## src/qft_pkg.sv

```systemverilog
// ----------------------------------------------------------------------------
// qft_pkg: shared types and constants for the quoted field tokenizer
// Scan modes, byte codes and the state/result records passed between modules.
// ----------------------------------------------------------------------------
package qft_pkg;

    typedef enum logic [2:0] {
        MODE_LEAD   = 3'd0,
        MODE_TOKEN  = 3'd1,
        MODE_SKIP   = 3'd2,
        MODE_QUOTED = 3'd3,
        MODE_DONE   = 3'd4
    } mode_t;

    localparam logic [7:0]  BYTE_NUL     = 8'd0;
    localparam logic [7:0]  BYTE_TAB     = 8'd9;
    localparam logic [7:0]  BYTE_CR      = 8'd13;
    localparam logic [7:0]  BYTE_NEWLINE = 8'd10;
    localparam logic [7:0]  BYTE_QUOTE   = 8'd34;
    localparam logic [7:0]  BYTE_SPACE   = 8'd32;
    localparam logic [15:0] COUNT_MAX    = 16'hFFFF;

    typedef struct packed {
        mode_t       mode;
        logic [15:0] tokens;
        logic        quote_err;
    } scan_state_t;

    typedef struct packed {
        logic [7:0]  char_out;
        logic        char_valid;
        logic        token_begin;
        logic [15:0] token_count;
        logic        finished;
        logic        unbalanced_quote;
    } scan_result_t;

endpackage

```

## src/qft_scan.sv

```systemverilog
// ----------------------------------------------------------------------------
// qft_scan: per-byte decision logic
// Classifies one byte against the current scan state, giving the result
// record and the state that follows it.
// ----------------------------------------------------------------------------
module qft_scan (
    input  qft_pkg::scan_state_t  state_cur,
    input  logic [7:0]            text_byte,
    input  logic                  last_byte,
    input  logic [7:0]            delimiter,
    output qft_pkg::scan_state_t  state_next,
    output qft_pkg::scan_result_t result
);

    logic        is_white;
    logic        is_term;
    logic        is_delim;
    logic        at_start;
    logic        valid;
    logic        err;
    logic [15:0] count;
    qft_pkg::mode_t mode;

    assign is_white = ((text_byte >= qft_pkg::BYTE_TAB) && (text_byte <= qft_pkg::BYTE_CR))
                      || (text_byte == qft_pkg::BYTE_SPACE);
    assign is_term  = (text_byte == qft_pkg::BYTE_NUL) || (text_byte == qft_pkg::BYTE_NEWLINE);
    assign is_delim = (text_byte == delimiter);

    always_comb begin
        mode     = state_cur.mode;
        err      = state_cur.quote_err;
        count    = state_cur.tokens;
        valid    = 1'b0;
        at_start = 1'b0;

        unique case (state_cur.mode)
            qft_pkg::MODE_LEAD: begin
                // newline is whitespace here; only NUL ends the string
                if (text_byte == qft_pkg::BYTE_NUL) begin
                    mode = qft_pkg::MODE_DONE;
                end else if (!is_white) begin
                    at_start = 1'b1;
                end
            end
            qft_pkg::MODE_TOKEN: begin
                if (is_term) begin
                    mode = qft_pkg::MODE_DONE;
                end else if (is_delim) begin
                    mode = qft_pkg::MODE_SKIP;
                end else begin
                    valid = 1'b1;
                end
            end
            qft_pkg::MODE_SKIP: begin
                if (is_term) begin
                    mode = qft_pkg::MODE_DONE;
                end else if (!is_delim) begin
                    at_start = 1'b1;
                end
            end
            qft_pkg::MODE_QUOTED: begin
                if (is_term) begin
                    err  = 1'b1;
                    mode = qft_pkg::MODE_DONE;
                end else if (text_byte == qft_pkg::BYTE_QUOTE) begin
                    mode = qft_pkg::MODE_SKIP;
                end else begin
                    valid = 1'b1;
                end
            end
            default: begin
                mode = qft_pkg::MODE_DONE;
            end
        endcase

        if (at_start) begin
            if (count != qft_pkg::COUNT_MAX) begin
                count = count + 16'd1;
            end
            // quote is tested before the delimiter at a token start
            priority if (text_byte == qft_pkg::BYTE_QUOTE) begin
                mode = qft_pkg::MODE_QUOTED;
            end else if (is_delim) begin
                mode = qft_pkg::MODE_SKIP;
            end else begin
                mode  = qft_pkg::MODE_TOKEN;
                valid = 1'b1;
            end
        end

        result.char_out         = text_byte;
        result.char_valid       = valid;
        result.token_begin      = at_start;
        result.token_count      = count;
        result.finished         = last_byte;
        result.unbalanced_quote = last_byte && ((mode == qft_pkg::MODE_QUOTED) || err);

        if (last_byte) begin
            state_next.mode      = qft_pkg::MODE_LEAD;
            state_next.tokens    = '0;
            state_next.quote_err = 1'b0;
        end else begin
            state_next.mode      = mode;
            state_next.tokens    = count;
            state_next.quote_err = err;
        end
    end

endmodule

```

## src/quoted_field_tokenizer_unit.sv

```systemverilog
// ----------------------------------------------------------------------------
// quoted_field_tokenizer_unit: streaming tokenizer with quoted fields
// One string byte per item in, one result item per byte out.
// ----------------------------------------------------------------------------
// Accepts one byte every clock cycle while the result side is not stalled and
// returns one result per byte. Each accepted item passes through the input
// register, then the result register. The scan-mode register and the
// saturating token counter are updated as each item moves from the input
// register to the result register. Either side may stall; the input register
// refills while a finished result waits. The delimiter register resets to space
// and should be written only while no item is in flight.
module quoted_field_tokenizer_unit (
    input  logic        aclk,
    input  logic        aresetn,
    input  logic        cfg_wr_en,
    input  logic [7:0]  cfg_wr_data,
    input  logic        s_valid,
    output logic        s_ready,
    input  logic [7:0]  s_text_byte,
    input  logic        s_last_byte,
    output logic        m_valid,
    input  logic        m_ready,
    output logic [7:0]  m_char_out,
    output logic        m_char_valid,
    output logic        m_token_begin,
    output logic [15:0] m_token_count,
    output logic        m_finished,
    output logic        m_unbalanced_quote
);

    logic [7:0]            delim_reg;
    logic                  in_valid_reg;
    logic [7:0]            in_byte_reg;
    logic                  in_last_reg;
    logic                  out_valid_reg;
    qft_pkg::scan_result_t out_reg;
    qft_pkg::scan_state_t  state_reg;
    qft_pkg::scan_state_t  state_next;
    qft_pkg::scan_result_t result_next;
    logic                  advance;

    assign advance = in_valid_reg && (!out_valid_reg || m_ready);
    assign s_ready = !in_valid_reg || advance;

    qft_scan u_scan (
        .state_cur  (state_reg),
        .text_byte  (in_byte_reg),
        .last_byte  (in_last_reg),
        .delimiter  (delim_reg),
        .state_next (state_next),
        .result     (result_next)
    );

    always_ff @(posedge aclk) begin
        if (!aresetn) begin
            delim_reg <= qft_pkg::BYTE_SPACE;
        end else if (cfg_wr_en) begin
            delim_reg <= cfg_wr_data;
        end
    end

    always_ff @(posedge aclk) begin
        if (!aresetn) begin
            in_valid_reg <= 1'b0;
        end else if (s_ready) begin
            in_valid_reg <= s_valid;
        end
    end

    always_ff @(posedge aclk) begin
        if (s_valid && s_ready) begin
            in_byte_reg <= s_text_byte;
            in_last_reg <= s_last_byte;
        end
    end

    always_ff @(posedge aclk) begin
        if (!aresetn) begin
            out_valid_reg   <= 1'b0;
            state_reg.mode      <= qft_pkg::MODE_LEAD;
            state_reg.tokens    <= '0;
            state_reg.quote_err <= 1'b0;
        end else begin
            if (advance) begin
                out_valid_reg <= 1'b1;
                state_reg     <= state_next;
            end else if (m_ready) begin
                out_valid_reg <= 1'b0;
            end
        end
    end

    always_ff @(posedge aclk) begin
        if (advance) begin
            out_reg <= result_next;
        end
    end

    assign m_valid            = out_valid_reg;
    assign m_char_out         = out_reg.char_out;
    assign m_char_valid       = out_reg.char_valid;
    assign m_token_begin      = out_reg.token_begin;
    assign m_token_count      = out_reg.token_count;
    assign m_finished         = out_reg.finished;
    assign m_unbalanced_quote = out_reg.unbalanced_quote;

`ifndef SYNTHESIS
    // a finished string leaves the scanner cleared for the next one
    a_clear_after_last: assert property (@(posedge aclk) disable iff (!aresetn)
        advance && in_last_reg |=> state_reg.mode == qft_pkg::MODE_LEAD
            && state_reg.tokens == 16'd0 && !state_reg.quote_err)
        else $error("scan state not cleared after last item");

    // once ended, a string stays ended until its last byte
    a_done_holds: assert property (@(posedge aclk) disable iff (!aresetn)
        advance && !in_last_reg && state_reg.mode == qft_pkg::MODE_DONE
            |=> state_reg.mode == qft_pkg::MODE_DONE)
        else $error("ended string resumed scanning");

    // a token start always leaves a nonzero count
    a_begin_counts: assert property (@(posedge aclk) disable iff (!aresetn)
        m_valid && m_token_begin |-> m_token_count != 16'd0)
        else $error("token begin with zero count");

    // the quote error flag only ever appears on a finished item
    a_unbal_final: assert property (@(posedge aclk) disable iff (!aresetn)
        advance && result_next.unbalanced_quote |-> in_last_reg)
        else $error("unbalanced quote reported before last item");

    // the counter never drops within a string
    a_count_monotonic: assert property (@(posedge aclk) disable iff (!aresetn)
        advance && !in_last_reg |=> state_reg.tokens >= $past(state_reg.tokens))
        else $error("token counter decreased");
`endif

endmodule
```

## config.mk

```make
export PLATFORM = sky130hd
export DESIGN_NAME = quoted_field_tokenizer_unit
export DESIGN_NICKNAME = d
export VERILOG_FILES = /design/src/qft_pkg.sv /design/src/qft_scan.sv /design/src/quoted_field_tokenizer_unit.sv
export SDC_FILE = /design/constraint.sdc
export NUM_CORES = 1
export LEC_CHECK = 0
export BUFFER_PORTS_ARGS = -buffer_cell sky130_fd_sc_hd__buf_2
export CAP_MARGIN = 20
export CELL_PAD_IN_SITES_DETAIL_PLACEMENT = 0
export CELL_PAD_IN_SITES_GLOBAL_PLACEMENT = 1
export CORE_ASPECT_RATIO = 0.8
export CORE_UTILIZATION = 40
export CTS_CLUSTER_SIZE = 12
export DETAILED_ROUTE_END_ITERATION = 16
export PLACE_DENSITY_LB_ADDON = 0.1
export SETUP_SLACK_MARGIN = 0.02
export SLEW_MARGIN = 30
export SYNTH_ARGS = -nofsm -noshare
export SYNTH_HDL_FRONTEND = slang
export SYNTH_SLANG_ARGS = --single-unit
```

## constraint.sdc

```tcl
create_clock -name aclk -period 3.1 [get_ports aclk]
set_clock_uncertainty 0.2 [all_clocks]
set_input_delay 0.31 -clock aclk [delete_from_list [all_inputs] [get_ports aclk]]
set_output_delay 0.31 -clock aclk [all_outputs]
set_load 0.005 [all_outputs]
```

=== Word level (Yosys, flattened, before mapping) ===
Cells that the tools add are included.

* Output and inout bits: 30
* Flip-flop bits (word level): 67

* Order comparisons: 2
* Eq/ne operators: 9
* Mux-type cells: 28
* Reduce and logical (&&, ||, !) cells: 14
* Add/subtract/negate cells: 1

{| class="wikitable"
|+ Operators by type and width
! cell !! number
|-
| $mux W16 || 2
|-
| $mux W3 || 8
|-
| $mux W20 || 1
|-
| $add A16 B1 Y16 const B || 1
|-
| $eq A8 B6 Y1 const B || 2
|-
| $ne A16 B16 Y1 const B || 1
|-
| $mux W1 || 13
|-
| $pmux W3 S4 || 1
|-
| $eq A3 B2 Y1 const B || 3
|-
| $eq A8 B4 Y1 const B || 1
|-
| $eq A8 B8 Y1 || 1
|-
| $ge A8 B4 Y1 const B || 1
|-
| $le A8 B4 Y1 const B || 1
|-
| $logic_not A8 Y1 || 1
|-
| $logic_or A1 B1 Y1 || 5
|-
| $logic_and A1 B1 Y1 || 4
|-
| $pmux W1 S2 || 2
|-
| $eq A3 B1 Y1 const B || 1
|-
| $logic_not A3 Y1 || 1
|-
| $logic_not A1 Y1 || 2
|-
| $mux W2 || 1
|-
| $reduce_bool A2 Y1 || 1
|}

=== Logic depth before layout (Yosys ltp) ===
* Word-level depth: 10
* Mapped depth: 10
* Mapped depth without buffers: 7

=== By module ===
Synthesis repeated with hierarchy kept, for this count alone.

* Cells, all modules: 342
* Area total of the unflattened synthesis: 3,552.2 µm²

{| class="wikitable"
|+ Modules (own cells, without submodules)
! module !! area an instance (µm²) !! cells an instance !! times used !! seq. area each (µm²)
|-
| quoted_field_tokenizer_unit || 2,323.5 || 160 || 1 || 1,711.6
|-
| qft_scan || 1,228.7 || 182 || 1 || 0.0
|}

=== Least setup slack after synthesis ===
No wires, ideal clock.

* Path type: reg2reg
* Start point: register in_byte_reg[1]
* End point: register out_reg, in the netlist m_token_count[12], data pin
* Data required time: 2.640 ns
* Setup slack: 0.695 ns
* Library setup time: 0.260 ns
* Stages on the path, launching flop included: 10
* Arrival time: 1.946 ns
* Cell sequence: edfxtp_1 buf_6 or3_1 a211o_1 o211ai_2 o31a_2 inv_2 buf_6 nand3_1 mux2_2

{| class="wikitable"
|+ RTL lines
! what !! RTL line !! source
|-
| from (decl) || quoted_field_tokenizer_unit.sv:33 || <nowiki>logic [7:0] in_byte_reg;</nowiki>
|-
| from (signal assigned) || quoted_field_tokenizer_unit.sv:72 || <nowiki>in_byte_reg <= s_text_byte;</nowiki>
|-
| to (signal assigned) || quoted_field_tokenizer_unit.sv:95 || <nowiki>out_reg <= result_next;</nowiki>
|-
| to (decl) || quoted_field_tokenizer_unit.sv:36 || <nowiki>qft_pkg::scan_result_t out_reg;</nowiki>
|}

==> results_dict.tcl <==
set metrics [dict create \
    outcome "finished clean" \
    cp_cell_sequence "or3_1 > nor3_1 > o31a_2 > inv_2 > nand2_1 > mux2_2" \
    cpPeakStageDelay_ns 0.49 \
    synth.distinct_cells 58 \
    netlist_top_cells_count "edfxtp_1 (37), nand2_1 (36), nor2_1 (32)" \
    r2r_end "m_token_count[1]" \
    root_buffer "clkbuf_8" \
    reg2reg_slack_ns 0.43 \
    drtPass1Iterations 5 \
    holdPathStages 3 \
    leakage_nw 1.453 \
    vias 2681 \
    path_max_fanout 19 \
    worstSkewPairLatency_ns 0.36 \
    fillCellCount 736 \
    finalNetCount 408 \
    hold_class "in2reg" \
    fp.dieH_um 82.32 \
    grt_max_degree 31 \
    clock_path_buffers 2 \
    syn_inst 315 \
    multi_input_area_um2 1393 \
    finalHoldViolations 0 \
    synth_top_flop_cell "edfxtp_1" \
    path_class "reg2reg" \
    drtIter0Drc 137 \
    finalCritPeriodShare 0.8608 \
    async_flop_share 0 \
    grt_pass1_vias 2421 \
    gp_congestion 0.8232 \
    whs_endpoint "delim_reg[2]" \
    critPathArrivalTime_ns 2.59 \
    cp.buffers_inverters 1 \
    syn-cell-area_um2 3226 \
    regArea_um2 1712 \
    routed_wirelength_um 7917 \
    synth.avg_cell_area_um2 10.24 \
    port_buffers 51 \
    vias_per_cell 5.416 \
    synth_top_area_frac 0.3445 \
    drcViolationCount 0 \
    grt_pass1_wl_um 12710 \
    top_usage_layer "met1" \
    antenna_found_initial 0 \
    cts_inserted_buffers 9 \
    n_antenna_cell 0 \
    core-area_um2 7602 \
    end_kind "flop" \
    chipWidth_um 102.4 \
    cts_tree "built" \
    timing.hold.ws_ns 0.008553 \
    slowest_stage "or3_1" \
    clk_pin_slew_ns 0.08 \
    grtUsageMet2 0.2899 \
    p_clk_frac 0.441 \
    ys_ff_latch 67 \
    power_frac_comb 0.081 \
    startpoint "in_byte_reg[4]" \
    reg2reg_from "in_byte_reg[4]" \
    reg2reg_depth 6 \
    worstSetupStartpointType "flop" \
    grt_util_met1 0.3019 \
    internal_power_mw 1.586 \
    finalSetupViolations 0 \
    hpwlAfterDp_um 5425 \
    ctsHtreeMaxLevel 3 \
    grtUsageMet3 0.06145 \
    yosysTopAreaCell "edfxtp_1" \
    grt_usage 0.2072 \
    setup_tns_ns 0 \
    fmax_mhz 374.8 \
    yosys_warnings 0 \
    start_util 0.4243 \
    clock-sinks 67 \
    io_pins 52 \
    syn_nets 338 \
    cap_violations 0 \
    post_cts_buffers 0 \
    worst_pin_slew_ns 0.6004 \
    max_slew_margin 0.5967 \
    fp-row-count 28 \
    drive_gt1_frac 0.2231 \
    yosysMostFrequentCell "edfxtp_1" \
    min_from "cfg_wr_data[2]" \
    peakVddDrop_mv 0.2722 \
    overflow 0 \
    synth_edf_count 37 \
    p_sw_mw 0.4998 \
    ys_seq_area_frac 0.5306 \
    required_ns 3.02 \
    ant_nets 0 \
    p_seq_frac 0.478 \
    finalCriticalPeriod_ns 2.668 \
    slew_violations 0 \
    critPathTopFamily "simple AND/OR/NAND/NOR gates" \
    switching_share 0.2396 \
    wl_per_cell_um 15.99 \
    die_area_um2 8430 \
    largest_reg_flops 20 \
    rsz0062_at_grt "no" \
    syn2layout_area_growth_pct 23.62 \
    ys_top_cells_by_area "edfxtp_1 (34%), dfxtp_1 (19%), xnor2_1 (4.6%)" \
    power_density_nw_per_um2 523.1 \
]
[layer usage]
metal  routed length, um  share of wire
met5                   0              0
met4                 119          0.015
met3                 417          0.053
met2                3316           0.42
met1                4064           0.51
[kinds of logic (layout without fill, tap and decap cells)]
family | count (synthesis) | in the layout | share of synthesized area
simple gates | 136 | 136 | 0.2122
flops | 67 | 67 | 0.5306
compound gates | 56 | 56 | 0.1237
buf+inv | 23 | 98 | 0.03762
xor+xnor | 21 | 21 | 0.05702
mux | 10 | 10 | 0.03181
fa+ha+maj | 2 | 2 | 0.006982
[power groups by stage]
stage / registers [mW] / logic, mW / clock network [mW]
floorplan: 1.01 / 0.0981 / 0
finish: 0.997 / 0.169 / 0.920
CTS: 0.997 / 0.168 / 0.935
global placement: 1.02 / 0.151 / 0
global route: 1.00 / 0.187 / 0.966
detailed placement: 1.02 / 0.152 / 0
[stage by stage]
| stage | worst slack (ns) | utilization | power, mW | area (um2) | std cells |
|---|---|---|---|---|---|
| 2_1_floorplan | 0.6946 | - | 1.108 | 3226 | 315 |
| 3_3_place_gp | 0.5350 | 0.4696 | 1.168 | 3570 | 462 |
| 3_5_place_dp | 0.4452 | 0.4696 | 1.169 | 3570 | 462 |
| 4_1_cts | 0.4378 | 0.5245 | 2.101 | 3988 | 495 |
| 5_1_grt | 0.2545 | 0.5245 | 2.155 | 3988 | 495 |
| 6_report | 0.4316 | 0.5245 | 2.086 | 3988 | 495 |
[cell usage in the layout, fill, tap and decap left out, drive strengths merged, types with 3 or more instances in the layout]
cell type and n:
and2 7, o311ai 3, mux2i 8, edfxtp 37
nand3 14, nor4 6, or4 5, buf 58
dlygate4sd3 17, nand2 37, nor3 9, a21oi 8
dfxtp 30, clkbuf 9, a31oi 7, and3 5
o21ai 10, nand4 6, nor2 32, or3 9
xnor2 17, o211ai 5, a32oi 3, bufinv 3
xor2 4, inv 9, a211o 3
[worst max path at each step]
stage,end,slack (ns),depth (start not counted)
2_1_floorplan,m_token_count[12],0.69,9
3_3_place_gp,m_token_count[1],0.53,6
3_5_place_dp,m_token_count[1],0.45,6
4_1_cts,m_token_count[1],0.44,6
5_1_grt,m_token_count[1],0.25,6
6_report,m_token_count[1],0.43,6
[repair_timing]
action                    in CTS  in global routing
hold buffers                  17                  0
gates resized for setup        0                  0
hold endpoints to repair      16                  0
[area by class of cell]
cell class | count | share of cell area
clock buffers | 9 | 0.03106
clock inverters | 7 | 0.03106
inverters | 7 | 0.006589
multi-input cells | 225 | 0.3492
flip-flops and latches | 67 | 0.4292
well taps | 105 | 0.03295
repair buffers | 75 | 0.1199
[tightest hold or removal path: cells and delay by family]
family | cells | cell delay, ns
buffers and inverters | 1 | 0.08
and+or+nand+nor | 1 | 0.08
muxes | 1 | 0.05
Power figures use the tool's default switching activity.
